**src/hw/rtl/srxl2_frame_channel_decoder_macros.svh**
```systemverilog
// assertion macros shared by the frame channel decoder rtl
`ifndef SRXL2_FRAME_CHANNEL_DECODER_MACROS_SVH
`define SRXL2_FRAME_CHANNEL_DECODER_MACROS_SVH

`ifndef SYNTHESIS

// same-cycle implication, checked out of reset
`define SRXL2_ASSERT_IMPL(label, ante, cons) \
    label: assert property (@(posedge clk) disable iff (!rst_n) (ante) |-> (cons)) \
        else $error("srxl2 decoder check failed");

// next-cycle implication, checked out of reset
`define SRXL2_ASSERT_NEXT(label, ante, cons) \
    label: assert property (@(posedge clk) disable iff (!rst_n) (ante) |=> (cons)) \
        else $error("srxl2 decoder check failed");

`else

`define SRXL2_ASSERT_IMPL(label, ante, cons)
`define SRXL2_ASSERT_NEXT(label, ante, cons)

`endif

`endif

```
**src/hw/rtl/srxl2_fcd_pkg.sv**
```systemverilog
// shared constants, types and crc helper for the srxl2 frame channel decoder
package srxl2_fcd_pkg;

    localparam int DEF_BUFFER_BYTES = 80;

    localparam logic [7:0]  SYNC_BYTE     = 8'hA6;
    localparam logic [7:0]  TYPE_CONTROL  = 8'hCD;
    localparam logic [7:0]  SUBTYPE_CHAN  = 8'h00;
    localparam logic [15:0] CRC_POLY      = 16'h1021;
    localparam int          MIN_FRAME     = 5;
    localparam int          MASK_START    = 8;
    localparam int          PAYLOAD_START = 12;
    // shortest frame that carries at least one channel value
    localparam int          MIN_CHAN_FRAME = PAYLOAD_START + 4;

    localparam logic KIND_STATUS  = 1'b0;
    localparam logic KIND_CHANNEL = 1'b1;

    // controller to datapath
    typedef struct packed {
        logic accept;       // take the byte on the input channel
        logic load_status;  // load a frame status result
        logic walk_init;    // start the channel walk
        logic ch_inc;       // step to the next channel
        logic off_inc;      // step past one two-byte value
        logic ld_lo;        // capture the low value byte
        logic rd_hi;        // address the high value byte
        logic load_chan;    // load a channel value result
    } cmd_t;

    // datapath to controller
    typedef struct packed {
        logic frame_done;   // the offered byte completes a frame
        logic decode_go;    // frame carries channel values
        logic mask_bit;     // current channel is flagged
        logic chan_last;    // current value is the final result
        logic out_free;     // output register can take a result
    } status_t;

    // fold one byte into a crc-16, msb first
    function automatic logic [15:0] crc16_byte(input logic [15:0] crc_in,
                                               input logic [7:0]  data);
        logic [15:0] c;
        c = crc_in ^ {data, 8'h00};
        for (int b = 0; b < 8; b++)
        begin
            c = c[15] ? ((c << 1) ^ CRC_POLY) : (c << 1);
        end
        return c;
    endfunction

endpackage

```
**src/hw/rtl/srxl2_fcd_ram.sv**
```systemverilog
// generic single-write, single-read ram with registered read data
module srxl2_fcd_ram #(
    parameter int WIDTH = 8,
    parameter int DEPTH = 80
) (
    input  logic                     clk,
    input  logic                     wr_en,
    input  logic [$clog2(DEPTH)-1:0] wr_addr,
    input  logic [WIDTH-1:0]         wr_data,
    input  logic [$clog2(DEPTH)-1:0] rd_addr,
    output logic [WIDTH-1:0]         rd_data
);

    logic [WIDTH-1:0] mem [DEPTH];
    logic [WIDTH-1:0] rd_data_reg;

    // write port
    always_ff @(posedge clk)
    begin
        if (wr_en)
        begin
            mem[wr_addr] <= wr_data;
        end
    end

    // registered read port
    always_ff @(posedge clk)
    begin
        rd_data_reg <= mem[rd_addr];
    end

    assign rd_data = rd_data_reg;

endmodule

```
**src/hw/rtl/srxl2_fcd_ctrl.sv**
```systemverilog
// controller state machine: byte intake, frame status and channel walk
module srxl2_fcd_ctrl
    import srxl2_fcd_pkg::*;
(
    input  logic    clk,
    input  logic    rst_n,
    input  logic    s_tvalid,
    output logic    s_tready,
    input  status_t st,
    output cmd_t    cmd
);

    localparam logic [2:0] ST_IDLE   = 3'd0;
    localparam logic [2:0] ST_STATUS = 3'd1;
    localparam logic [2:0] ST_SCAN   = 3'd2;
    localparam logic [2:0] ST_RD_LO  = 3'd3;
    localparam logic [2:0] ST_RD_HI  = 3'd4;

    logic [2:0] state_reg;
    logic [2:0] state_next;

    // next state and commands
    always_comb
    begin
        state_next = state_reg;
        cmd        = '0;
        s_tready   = 1'b0;
        unique case (state_reg)
            ST_IDLE:
            begin
                s_tready   = 1'b1;
                cmd.accept = s_tvalid;
                if (s_tvalid && st.frame_done)
                begin
                    state_next = ST_STATUS;
                end
            end
            ST_STATUS:
            begin
                if (st.out_free)
                begin
                    cmd.load_status = 1'b1;
                    cmd.walk_init   = 1'b1;
                    state_next      = st.decode_go ? ST_SCAN : ST_IDLE;
                end
            end
            ST_SCAN:
            begin
                if (st.mask_bit)
                begin
                    state_next = ST_RD_LO;
                end
                else
                begin
                    cmd.ch_inc = 1'b1;
                end
            end
            ST_RD_LO:
            begin
                cmd.rd_hi  = 1'b1;
                cmd.ld_lo  = 1'b1;
                state_next = ST_RD_HI;
            end
            ST_RD_HI:
            begin
                cmd.rd_hi = 1'b1;
                if (st.out_free)
                begin
                    cmd.load_chan = 1'b1;
                    if (st.chan_last)
                    begin
                        state_next = ST_IDLE;
                    end
                    else
                    begin
                        cmd.ch_inc  = 1'b1;
                        cmd.off_inc = 1'b1;
                        state_next  = ST_SCAN;
                    end
                end
            end
            default:
            begin
                state_next = ST_IDLE;
            end
        endcase
    end

    // state register
    always_ff @(posedge clk or negedge rst_n)
    begin
        if (!rst_n)
        begin
            state_reg <= ST_IDLE;
        end
        else
        begin
            state_reg <= state_next;
        end
    end

endmodule

```
**src/hw/rtl/srxl2_fcd_dp.sv**
```systemverilog
// datapath: frame buffer, running crc, header capture, channel walk, output register
module srxl2_fcd_dp
    import srxl2_fcd_pkg::*;
#(
    parameter int BUFFER_BYTES = DEF_BUFFER_BYTES
) (
    input  logic        clk,
    input  logic        rst_n,
    input  logic [7:0]  rx_byte,
    input  cmd_t        cmd,
    output status_t     st,
    input  logic        m_tready,
    output logic        m_tvalid,
    output logic [31:0] m_tdata,
    output logic        m_tuser,
    output logic        m_tlast
);

    localparam int CNT_W = $clog2(BUFFER_BYTES);
    localparam logic [8:0] LAST_POS = 9'(BUFFER_BYTES - 3);

    // write position and sticky link flag
    logic [CNT_W-1:0] pos_reg, pos_next;
    logic             detected_reg;

    // frame header, running crc and the two newest bytes
    logic [15:0] crc_reg;
    logic [7:0]  hist1_reg, hist2_reg;
    logic [7:0]  type_reg, len_reg, sub_reg;
    logic [31:0] mask_reg;

    // channel walk
    logic [4:0]  ch_reg;
    logic [8:0]  off_reg;
    logic [2:0]  lo_bits_reg;

    // output register
    logic        m_tvalid_reg;
    logic        kind_reg, ok_reg, link_reg, last_reg;
    logic [7:0]  ptype_reg;
    logic [4:0]  chan_reg;
    logic [10:0] value_reg;

    logic [8:0]  pos9, pos_inc9, rd_off9;
    logic        advance, overflow;
    logic        frame_done;
    logic [1:0]  mask_idx;
    logic        crc_ok;
    logic [31:0] mask_above;
    logic [7:0]  rd_data;
    logic [CNT_W-1:0] rd_addr;

    // position bookkeeping for the offered byte
    always_comb
    begin
        pos9       = 9'(pos_reg);
        pos_inc9   = pos9 + 9'd1;
        advance    = (pos_reg != '0) || (rx_byte == SYNC_BYTE);
        overflow   = pos_inc9 > LAST_POS;
        frame_done = advance && !overflow && (pos_inc9 >= 9'(MIN_FRAME))
                     && (pos_inc9 == {1'b0, len_reg});
        mask_idx   = 2'(pos9 - 9'(MASK_START));
        if (!advance)
        begin
            pos_next = pos_reg;
        end
        else if (overflow || frame_done)
        begin
            pos_next = '0;
        end
        else
        begin
            pos_next = CNT_W'(pos_inc9);
        end
    end

    // decode decisions
    always_comb
    begin
        st.frame_done = frame_done;
        crc_ok        = crc_reg == {hist2_reg, hist1_reg};
        st.decode_go  = crc_ok && (type_reg == TYPE_CONTROL) && (sub_reg == SUBTYPE_CHAN)
                        && (len_reg >= 8'(MIN_CHAN_FRAME)) && (mask_reg != '0);
        mask_above    = mask_reg >> ch_reg;
        st.mask_bit   = mask_above[0];
        st.chan_last  = ((off_reg + 9'd6) > {1'b0, len_reg}) || (mask_above[31:1] == '0);
        st.out_free   = !m_tvalid_reg || m_tready;
        rd_off9       = cmd.rd_hi ? (off_reg + 9'd1) : off_reg;
        rd_addr       = rd_off9[CNT_W-1:0];
    end

    // frame buffer
    srxl2_fcd_ram #(
        .WIDTH (8),
        .DEPTH (BUFFER_BYTES)
    ) u_buf (
        .clk     (clk),
        .wr_en   (cmd.accept),
        .wr_addr (pos_reg),
        .wr_data (rx_byte),
        .rd_addr (rd_addr),
        .rd_data (rd_data)
    );

    // control registers
    always_ff @(posedge clk or negedge rst_n)
    begin
        if (!rst_n)
        begin
            pos_reg      <= '0;
            detected_reg <= 1'b0;
            m_tvalid_reg <= 1'b0;
        end
        else
        begin
            if (cmd.accept)
            begin
                pos_reg <= pos_next;
            end
            if (cmd.load_status && crc_ok)
            begin
                detected_reg <= 1'b1;
            end
            if (cmd.load_status || cmd.load_chan)
            begin
                m_tvalid_reg <= 1'b1;
            end
            else if (m_tready)
            begin
                m_tvalid_reg <= 1'b0;
            end
        end
    end

    // crc delayed by two bytes so the trailing crc bytes stay out of it
    always_ff @(posedge clk)
    begin
        if (cmd.accept && advance)
        begin
            if (pos_reg == '0)
            begin
                crc_reg   <= '0;
                hist1_reg <= rx_byte;
            end
            else
            begin
                if (pos9 >= 9'd2)
                begin
                    crc_reg <= crc16_byte(crc_reg, hist2_reg);
                end
                hist2_reg <= hist1_reg;
                hist1_reg <= rx_byte;
            end
        end
    end

    // header field capture
    always_ff @(posedge clk)
    begin
        if (cmd.accept)
        begin
            if (pos9 == 9'd1)
            begin
                type_reg <= rx_byte;
            end
            if (pos9 == 9'd2)
            begin
                len_reg <= rx_byte;
            end
            if (pos9 == 9'd3)
            begin
                sub_reg <= rx_byte;
            end
            if ((pos9 >= 9'(MASK_START)) && (pos9 < 9'(MASK_START + 4)))
            begin
                mask_reg[8*mask_idx +: 8] <= rx_byte;
            end
        end
    end

    // channel walk counters and low byte
    always_ff @(posedge clk)
    begin
        if (cmd.walk_init)
        begin
            ch_reg  <= '0;
            off_reg <= 9'(PAYLOAD_START);
        end
        else
        begin
            if (cmd.ch_inc)
            begin
                ch_reg <= ch_reg + 5'd1;
            end
            if (cmd.off_inc)
            begin
                off_reg <= off_reg + 9'd2;
            end
        end
        if (cmd.ld_lo)
        begin
            lo_bits_reg <= rd_data[7:5];
        end
    end

    // output payload
    always_ff @(posedge clk)
    begin
        if (cmd.load_status)
        begin
            kind_reg  <= KIND_STATUS;
            ok_reg    <= crc_ok;
            ptype_reg <= type_reg;
            chan_reg  <= '0;
            value_reg <= '0;
            link_reg  <= detected_reg || crc_ok;
            last_reg  <= !st.decode_go;
        end
        else if (cmd.load_chan)
        begin
            kind_reg  <= KIND_CHANNEL;
            ok_reg    <= 1'b1;
            ptype_reg <= type_reg;
            chan_reg  <= ch_reg;
            value_reg <= {rd_data, lo_bits_reg};
            link_reg  <= detected_reg;
            last_reg  <= st.chan_last;
        end
    end

    assign m_tvalid = m_tvalid_reg;
    assign m_tdata  = {6'd0, link_reg, value_reg, chan_reg, ptype_reg, ok_reg};
    assign m_tuser  = kind_reg;
    assign m_tlast  = last_reg;

endmodule

```
**src/hw/rtl/srxl2_frame_channel_decoder.sv**
```systemverilog
// top level of the srxl2 frame channel decoder
//
// Input channel s_*: one received serial byte per request. Output channel m_*:
// result requests, a frame status for every completed frame, then one request
// per decoded channel value of a valid control frame; tlast marks the final
// result caused by one input byte.
// In idle the input is always ready, so it accepts a byte every cycle between
// frames. The byte that completes a frame starts a result run during which no
// byte is taken: first the status request, then a walk over the channel-mask
// bits up to the last flagged one or the end of the frame, where a skipped
// channel passes the scan state and each emitted value the scan, low-byte and
// high-byte states, set by the single read port of the frame buffer. The crc
// is folded in while bytes arrive.
// Reset clears the write position, the link flag and the output valid; the
// frame buffer needs no clearing since every read hits an entry of the
// current frame. While the receiver stalls, the output register holds its
// request and the walk waits on it.
module srxl2_frame_channel_decoder
    import srxl2_fcd_pkg::*;
#(
    parameter int BUFFER_BYTES = DEF_BUFFER_BYTES
) (
    input  logic        clk,
    input  logic        rst_n,
    input  logic        s_tvalid,
    output logic        s_tready,
    input  logic [7:0]  s_tdata,   // [7:0] rx_byte
    output logic        m_tvalid,
    input  logic        m_tready,
    output logic [31:0] m_tdata,   // [0] crc_ok, [8:1] packet_type, [13:9] channel_number,
                                   // [24:14] chan_position, [25] link_detected, [31:26] zero
    output logic        m_tuser,   // [0] result_kind
    output logic        m_tlast
);

`include "srxl2_frame_channel_decoder_macros.svh"

    cmd_t    cmd;
    status_t st;

    // controller
    srxl2_fcd_ctrl u_ctrl (
        .clk      (clk),
        .rst_n    (rst_n),
        .s_tvalid (s_tvalid),
        .s_tready (s_tready),
        .st       (st),
        .cmd      (cmd)
    );

    // datapath
    srxl2_fcd_dp #(
        .BUFFER_BYTES (BUFFER_BYTES)
    ) u_dp (
        .clk      (clk),
        .rst_n    (rst_n),
        .rx_byte  (s_tdata),
        .cmd      (cmd),
        .st       (st),
        .m_tready (m_tready),
        .m_tvalid (m_tvalid),
        .m_tdata  (m_tdata),
        .m_tuser  (m_tuser),
        .m_tlast  (m_tlast)
    );

    // a result is loaded only when the output register is free
    `SRXL2_ASSERT_IMPL(a_load_free, cmd.load_status || cmd.load_chan, !m_tvalid || m_tready)
    // channel values come only from good frames on a detected link
    `SRXL2_ASSERT_IMPL(a_chan_good, m_tvalid && (m_tuser == KIND_CHANNEL), m_tdata[0] && m_tdata[25])
    // a completing byte blocks intake while its results are built
    `SRXL2_ASSERT_NEXT(a_done_block, s_tvalid && s_tready && st.frame_done, !s_tready)

endmodule
```
**config.mk**
```make
export PLATFORM = sky130hd
export DESIGN_NAME = srxl2_frame_channel_decoder
export DESIGN_NICKNAME = d
export VERILOG_FILES = /design/src/hw/rtl/srxl2_fcd_pkg.sv /design/src/hw/rtl/srxl2_fcd_ram.sv /design/src/hw/rtl/srxl2_fcd_ctrl.sv /design/src/hw/rtl/srxl2_fcd_dp.sv /design/src/hw/rtl/srxl2_frame_channel_decoder.sv
export VERILOG_INCLUDE_DIRS = /design/src /design/src/hw/rtl
export SDC_FILE = /design/constraint.sdc
export NUM_CORES = 1
export LEC_CHECK = 0
export BUFFER_PORTS_ARGS = -buffer_cell sky130_fd_sc_hd__buf_2
export CORE_MARGIN = 3
export CORE_UTILIZATION = 45
export CTS_BUF_LIST = sky130_fd_sc_hd__clkbuf_8
export CTS_CLUSTER_SIZE = 30
export DETAILED_ROUTE_END_ITERATION = 12
export HOLD_SLACK_MARGIN = 0.05
export PLACE_DENSITY = 0.73
export SLEW_MARGIN = 15
export SYNTH_ARGS = -nofsm -noshare
export SYNTH_HDL_FRONTEND = slang
export SYNTH_SLANG_ARGS = --single-unit
```
**constraint.sdc**
```tcl
create_clock -name clk -period 4.2 [get_ports clk]
set_input_delay 0.21 -clock clk [delete_from_list [all_inputs] [get_ports clk]]
set_output_delay 0.21 -clock clk [all_outputs]
set_load 0.005 [all_outputs]
```
# Word level (Yosys, flattened, before mapping)
# Memories as Yosys holds them, arrays and structs flattened. A register that Yosys moved wholly into a read port is not among the register bits.
# Index checks and enable logic that the tools add are counted.
# classes
n_addsub,7
mul,0
n_div,0
order_cmp,7
eq_ne,15
n_shift,3
mux,44
bitwise,10
reduce_logical,38
# ops
op,n
13-bit 2-to-1 mux,8
5-bit negator with 34-bit output,1
8-bit by 34-bit variable shift with 32-bit output (first input constant),1
8-bit by 34-bit indexed part select with 32-bit output,1
32-bit bitwise mux,1
32-bit nonzero test,1
32-bit by 5-bit right shift with 32-bit output,1
31-bit zero test,1
3-bit NOT,8
1-bit 2-to-1 mux,18
16-bit == test,1
8-bit == test (second input constant),2
16-bit 2-to-1 mux,1
8-bit 2-to-1 mux,2
16-bit XOR,1
3-bit case mux with 5 select lines,1
7-bit by 2-bit == test with 1-bit output (second input constant),2
7-bit 2-to-1 mux,2
2-bit AND reduction,7
2-bit 2-to-1 mux,6
3-bit 2-to-1 mux,4
1-bit logical AND,11
9-bit by 2-bit adder with 9-bit output (second input constant),1
9-bit by 3-bit adder with 9-bit output (second input constant),1
other kinds (29),41
# word_totals
register_bits,145
latch_bits,0
mem_bits_rw,640
rom_bits,0
inputBits,12
out_inout_bits,36
word_cells,146
memories,1
# memory_table
name,depth,word_bits,rd,rd_ports_with_merged_regs,write_ports,line,source
u_dp.u_buf.mem,80,8,1,1,1,srxl2_fcd_ram.sv:14,logic [WIDTH-1:0] mem [DEPTH];

# Depth between registers and ports, before layout
# Gate-level depths: netlist (run 1).
# depth
ltp_word,18
mapped_depth,15
mapped_depth_nobuf,13

# Cells and area by module
# From an unflattened synthesis (run 1), not the netlist that was laid out.
# unflattened
cells_unflattened,1817
area_unflattened_um2,32795.2
# by_module_without_submodules
mod,n_inst,cells_per_inst,area_per_inst_um2,seq_area_each_um2
srxl2_fcd_ram,1,1112,24902.6,19378.6
srxl2_fcd_dp,1,674,7632.3,3888.7
srxl2_fcd_ctrl,1,31,260.2,75.1

# Worst setup path before layout (run 1)
# No wires, ideal clock.
# synth_timing
path_kind,reg-to-reg
startpoint,register u_dp.off_reg[3]
endpoint,register u_dp.off_reg[7]
arrival_ns,4.055
t_required_ns,4.130
setup_slack_ns,0.074
path_stages_with_launch,15
n_path_buf,4
synth_period_minus_slack_ns,4.126
cell_sequence,dfxtp_1 -> clkbuf_1 -> clkinv_1 -> buf_1 -> buf_2 -> clkbuf_1 -> or3_1 -> xnor2_1 -> ha_1 -> nand2_1 -> or4b_2 -> a32oi_4 -> nand3_1 -> or4_1 -> a21oi_1
# synth_via
elab_chain_len,6
word_cells_on_any_way,7
# synth_lines
item,line,source
start: declaration,srxl2_fcd_dp.sv:34,logic [8:0] off_reg;
start signal: assignment,srxl2_fcd_dp.sv:187,off_reg <= 9'(PAYLOAD_START);
start signal: assignment,srxl2_fcd_dp.sv:197,off_reg <= off_reg + 9'd2;
9-bit by 3-bit adder with 9-bit output,srxl2_fcd_dp.sv:86,"st.chan_last = ((off_reg + 9'd6) > {1'b0, len_reg}) || (mask_above[31:1] == '0);"
9-bit by 8-bit > comparator with 1-bit output,srxl2_fcd_dp.sv:86,
1-bit logical OR,srxl2_fcd_dp.sv:86,
2-bit 2-to-1 mux,srxl2_fcd_ctrl.sv:70,if (st.chan_last)
2-bit 2-to-1 mux,srxl2_fcd_ctrl.sv:67,if (st.out_free)
1-bit 2-to-1 mux,srxl2_fcd_ctrl.sv:28,unique case (state_reg)
# Several ways; a longest one is shown, not always the timed one.
# A chain may end at the register's enable or synchronous reset.

# Worst setup path after layout (run 1)
# layout_timing
startpoint,register u_dp.ch_reg[1]
endpoint,register u_dp.ch_reg[1]
# layout_via
elab_chain_len,6
word_cells_on_any_way,8
# layout_lines
item,line,source
start: declaration,srxl2_fcd_dp.sv:33,logic [4:0] ch_reg;
start signal: assignment,srxl2_fcd_dp.sv:193,ch_reg <= ch_reg + 5'd1;
32-bit by 5-bit right shift with 32-bit output,srxl2_fcd_dp.sv:84,mask_above = mask_reg >> ch_reg;
31-bit zero test,srxl2_fcd_dp.sv:86,
1-bit logical OR,srxl2_fcd_dp.sv:86,
2-bit 2-to-1 mux,srxl2_fcd_ctrl.sv:70,
2-bit 2-to-1 mux,srxl2_fcd_ctrl.sv:67,
1-bit case mux with 2 select lines,srxl2_fcd_ctrl.sv:28,
# Several ways; a longest one is shown, not always the timed one.

==> flow_summary.toml, run 1 <==
[critical_path]
setup.worst_path.end_class = "flip-flop"
crit_family = "compound AO/OA/AOI/OAI gates"
crit_top_cell = "mux2i_1"
path_buf_inv = 1
critPathSlowestCell = "dfxtp_2"
start_kind = "flip-flop"
required_ps = 4790
cp_max_fo = 46
cp_data_arrival_time_ps = 4120
worstSetupPathType = "reg2reg"
crit_chain = "buf_4 > mux2_2 > mux2i_1 > nand2_1 > a2bb2oi_1 > a2111oi_4 > a32oi_4 > a21oi_4 > mux2i_1 > nor2_1"
slowest_delay_ps = 980

[grt]
grt_pass1_vias = 19031
overflow = 0
antenna_found_initial = 1
grt_pass1_wl_mm = 114
grtUsageTotal = 0.193
grt_max_degree = 109

[die]
die_h_um = 276
num_rows = 98
die_area_mm2 = 0.0763
coreArea_mm2 = 0.0720
ios = 48
start_util = 0.457
die_w_um = 276

[clock_tree]
insertion_delay_ps = 740
ctsHoldBuffers = 7
clockRootBuffer = "clkbuf_8"
cts.sinks = 792
clock_path_buffers = 3
cts.repair.resized = 0
postCtsSetupBuffers = 0
cts_tree = "built"
clk_pin_slew_ps = 60
htree_levels = 3
cts-buffers-inserted = 118

[synthesis]
seq_area_frac_synth = 0.710
syn_area_mm2 = 0.0329
synth_seq_cells = 792
synthCells = 2015
yosys_most_used_dff = "edfxtp_1"
synth_area_leaders = "edfxtp_1, mux4_2, mux2i_1, dfxtp_1, nand2_1"
synth.most_common_cell = "edfxtp_1"
synth_edf_count = 742
yosys-top-cells-count = "edfxtp_1, nand2_1, nor2_1, mux4_2, mux2i_1"
ys.warnings.count = 0
yosys.area.top_type = "edfxtp_1"
synth_cell_types = 76
syn_area_per_cell_um2 = 16.3
synth_top_area_share = 0.678
async_reset_ff_frac = 0.0152

[layout]
n_antenna_cell = 0
area_growth_pct = 11.8
stdcell_area_mm2 = 0.0367
multi_input_area_mm2 = 0.00888
nets = 2201
nFillCells = 5724
final_cells = 3219
seqCellArea_mm2 = 0.0234
layout-drive-gt1-share = 0.190
largest_register_ffs = 640

[outcome]
outcome = "finished clean"

[place]
dp.cells = 2996
io_buffers = 41
globalplace.congestion = 0.863
place_hpwl_mm = 46.1
place_area_mm2 = 0.0345

[detailed_routing]
dr_total_vias = 18644
drc = 0
via_per_inst = 5.79
drt_iter0_drc = 1944
wire_per_inst_um = 23.2
drt_wl_total_mm = 74.7
ant_nets = 0
dr.pass1.iters = 7

[timing]
slew_headroom = 0.217
fmax_mhz = 283
setup_tns_ps = 0
clock_skew_ps = 53.7
worst_pin_slew_ps = 1170
period_needed_ps = 3530
rsz0062_at_grt = "no"
setup_viol = 0
hold_viol_final = 0
slew_viol_final = 0
fin_crit_sh = 0.841
whs_ps = 280

[run]
max_cap_violations = 0

[power_and_ir_drop]
irDropWorstVdd_mv = 0.351
p_leak_nw = 12.7
powerDensity_mw_per_mm2 = 550
power.total_mw = 20.2

[worst_hold_path]
hold_path.class = "in2reg"
-- worst paths after layout --
check | start | end | slack [ps] | depth (start not counted)
max reg2reg | u_dp.ch_reg[1]$_SDFFE_PP0P_ | u_dp.ch_reg[1]$_SDFFE_PP0P_ | 670 | 10
min | s_tdata[7] | u_dp.u_buf.mem[38][7]$_DFFE_PP_ | 280 | 2
min reg2reg | u_dp.type_reg[6]$_DFFE_PP_ | u_dp.ptype_reg[6]$_DFFE_PP_ | 450 | 0
min in group asynchronous | rst_n | u_dp.pos_reg[6]$_DFFE_PN0P_ | 610 | 3
max in group asynchronous | rst_n | u_dp.pos_reg[2]$_DFFE_PN0P_ | 3100 | 3
max | u_dp.ch_reg[1]$_SDFFE_PP0P_ | u_dp.ch_reg[1]$_SDFFE_PP0P_ | 670 | 10
-- placed cells by master, fill, tap and decap left out, types with 5 or more instances in the layout --
master	count
mux4_2	125
mux2i_1	106
nand2b_1	14
clkinv_1	30
nand3b_1	8
ha_1	16
xnor2_1	38
or3_1	10
dfrtp_1	12
nor4_1	11
nor2b_1	23
a21o_1	5
nand2_1	181
and2_1	41
nor2_1	135
o211ai_1	5
buf_2	35
conb_1	6
buf_4	96
dfxtp_1	33
nand4_1	19
inv_1	67
o21ai_0	30
dlygate4sd3_1	7
clkbuf_8	123
a221oi_1	8
a31oi_1	7
o221ai_1	35
mux2_2	7
xor2_1	14
o22ai_1	14
or2_2	5
a21oi_1	58
nand3_1	77
clkinv_2	9
nor3_1	21
edfxtp_1	742
-- through the flow --
stage          setup WS, ps   util
6_report                669  0.511
5_1_grt                 477  0.511
3_3_place_gp            794  0.479
2_1_floorplan          74.1      -
4_1_cts                 726  0.510
3_5_place_dp            736  0.479
-- worst reg2reg max path, delay by kind of cell, from the launching register on --
kind	cells	cell delay (ps)
mux	3	770
buf+inv	1	360
flops	1	980
compound gates	4	1150
simple gates	2	130
-- report_power, final --
part           leakage, nW  switching, mW  internal (mW)
combinational         4.22           2.83           1.86
clock                 1.28           2.88           2.91
sequential            7.17          0.418           9.31
total                 12.7           6.13           14.1
-- area by class of cell --
class | instances | area share
Multi-Input combinational cell | 1095 | 0.242
Sequential cell | 792 | 0.635
Inverter | 24 | 0.00245
Clock inverter | 93 | 0.0135
Clock buffer | 123 | 0.0461
Timing Repair Buffer | 142 | 0.0285
Tap cell | 950 | 0.0323
-- per-layer routing --
| metal | vias to the layer above | share of wire | GRT usage |
|---|---|---|---|
| li1 | 8215 | - | - |
| met5 | - | 0 | 0 |
| met2 | 869 | 0.48 | 0.308 |
| met1 | 9409 | 0.40 | 0.261 |
| met4 | 0 | 0.031 | 0.0730 |
| met3 | 151 | 0.087 | 0.0438 |
-- kinds of logic (layout without fill, tap and decap cells) --
logic type	after synthesis	count (layout)	synth area share
DFF	792	792	0.710
and+or+nand+nor	572	572	0.0835
other	1	6	0.000114
AOI/OAI and AO/OA	209	209	0.0446
muxes	240	240	0.121
adders and majority gates	16	16	0.00609
buffers and inverters	133	382	0.0209
xor gates and xnor gates	52	52	0.0139
Power figures use the tool's default switching activity.
==> run 2: changes to the inputs <==
- PLACE_DENSITY: 0.73 -> 0.71
- clock period: 4.2 -> 3.4 ns (I/O delays scaled with it)
==> flow_summary.toml, run 2 (same netlist as run 1, synthesis figures left out) <==
[outcome]
outcome = "finished clean"

[layout]
layout-drive-gt1-share = 0.215
area_growth_pct = 13.3
nets = 2246
final_cell_mix = "edfxtp_1, nand2_1, buf_4"
largest_register_ffs = 640
n_antenna_cell = 0
stdcell_area_mm2 = 0.0373
final_cells = 3263
layout_commonest_cell = "edfxtp_1"

[timing]
period_needed_ps = 3250
setup_tns_ps = 0
rsz0062_at_grt = "no"
slew_headroom = 0.218
setup_viol = 0
hold_viol_final = 0
worst_pin_slew_ps = 1170
fin_crit_sh = 0.956
clock_skew_ps = 41.5
slew_viol_final = 0
whs_ps = 290
fmax_mhz = 308

[clock_tree]
cts_tree = "built"
clockRootBuffer = "clkbuf_8"
insertion_delay_ps = 740
htree_levels = 3
clk_pin_slew_ps = 70
cts.sinks = 792
cts-buffers-inserted = 118
clock_path_buffers = 3

[die]
start_util = 0.457
num_rows = 98
coreArea_mm2 = 0.0720
die_h_um = 276
ios = 48
die_w_um = 276
die_area_mm2 = 0.0763

[critical_path]
setup.worst_path.end_class = "flip-flop"
start_kind = "flip-flop"
cp_data_arrival_time_ps = 3850
cp_max_fo = 19
required_ps = 4000
worstSetupPathType = "reg2reg"

[power_and_ir_drop]
seqPwrFrac = 0.466
powerDensity_mw_per_mm2 = 686
switchingPower_mw = 7.72
combinationalPowerShare = 0.242
swShare = 0.302
irDropWorstVdd_mv = 0.450
power.total_mw = 25.6
p_clk_frac = 0.292
p_int_mw = 17.8
p_leak_nw = 13.0

[grt]
grt_pass1_wl_mm = 119
globalRouteMet3Util = 0.0589
use_met1 = 0.275
grt_pass1_vias = 19398
grtUsageTotal = 0.204
antenna_found_initial = 7
grt_max_degree = 109
grtUsageMet2 = 0.319
overflow = 0
grt.busiest_layer = "met2"

[detailed_routing]
drc = 0
dr_total_vias = 18881
wire_per_inst_um = 24.0
ant_nets = 0
drt_wl_total_mm = 78.2
via_per_inst = 5.79
drt_iter0_drc = 2188
dr.pass1.iters = 7

[run]
max_cap_violations = 0

[place]
io_buffers = 41
place_area_mm2 = 0.0349
globalplace.congestion = 0.888
place_hpwl_mm = 47.4
dp.cells = 3043

[worst_hold_path]
hold_path.class = "in2reg"
==> run 2: cell count changes in the layout (fill, tap and decap cells not counted), moves of 4 or more <==
cell	previous run	this run
buf_4	96	138
inv_1	67	61
clkinv_2	9	14
o21ai_0	30	25
o21ai_2	0	5
buf_12	4	8
bufinv_16	3	7
clkinv_1	30	26
==> run 2: timing repair <==
action,CTS,global route
endpoints found under the hold margin,46,0
hold buffers,5,0
pin swaps,0,1
buffers inserted,0,0
setup endpoints to repair,2,6
resized for setup,4,9
==> run 2: metrics by stage <==
step,worst slack (ps),utilization
after floorplan,27.0,-
after global placement,-7.83,0.485
after detailed placement,-41.7,0.485
after CTS,43.8,0.517
after global routing,8.45,0.518
final,148,0.518
==> run 2: area by class of cell <==
| cell class | instances | area, µm² |
|---|---|---|
| multi-input cells | 1095 | 8920 |
| inverters | 24 | 95.1 |
| well taps | 950 | 1190 |
| fillers | 5763 | 34700 |
| flip-flops and latches | 792 | 23400 |
| repair buffers | 187 | 1430 |
| clock buffers | 123 | 1690 |
| clock inverters | 92 | 587 |
==> run 2: power by group through the flow <==
stage / Clock [mW] / Combinational [mW] / Sequential (mW)
after floorplan: 0 / 4.18 / 11.9
after global placement: 0 / 5.97 / 12.1
after detailed placement: 0 / 6.09 / 12.1
after CTS: 7.61 / 6.14 / 11.9
after global routing: 8.09 / 6.65 / 12.0
final: 7.47 / 6.19 / 11.9
==> run 2: layer usage <==
metal,up-vias,part of all wire
met4,8,0.031
met2,871,0.47
met3,168,0.093
met5,-,0.00064
met1,9539,0.41
li1,8295,-
==> run 2: path summary, 6_finish.rpt <==
path                                                   end                             from  slack, ps  cells past startpoint
setup / recovery             u_dp.u_buf.rd_data[0]$_DFF_P_  u_ctrl.state_reg[0]$_DFFE_PN0P_        150                     11
hold / removal             u_dp.u_buf.mem[52][5]$_DFFE_PP_                       s_tdata[5]        290                      2
setup reg to reg             u_dp.u_buf.rd_data[0]$_DFF_P_  u_ctrl.state_reg[0]$_DFFE_PN0P_        150                     11
hold reg to reg                u_dp.ptype_reg[0]$_DFFE_PP_       u_dp.type_reg[0]$_DFFE_PP_        450                      0
max in group asynchronous  u_ctrl.state_reg[2]$_DFFE_PN0P_                            rst_n       2160                      3
min in group asynchronous      u_dp.pos_reg[5]$_DFFE_PN0P_                            rst_n        670                      3
==> run 2: worst max-delay path: stages, from the launching register on <==
cell	delay (ps)
dfrtp_1	480
nand3b_1	180
inv_2	100
nor2_8	240
buf_12	250
buf_4	190
mux4_2	510
mux4_2	480
nor2b_1	260
o21ai_0	170
o21ai_2	170
a21oi_1	80
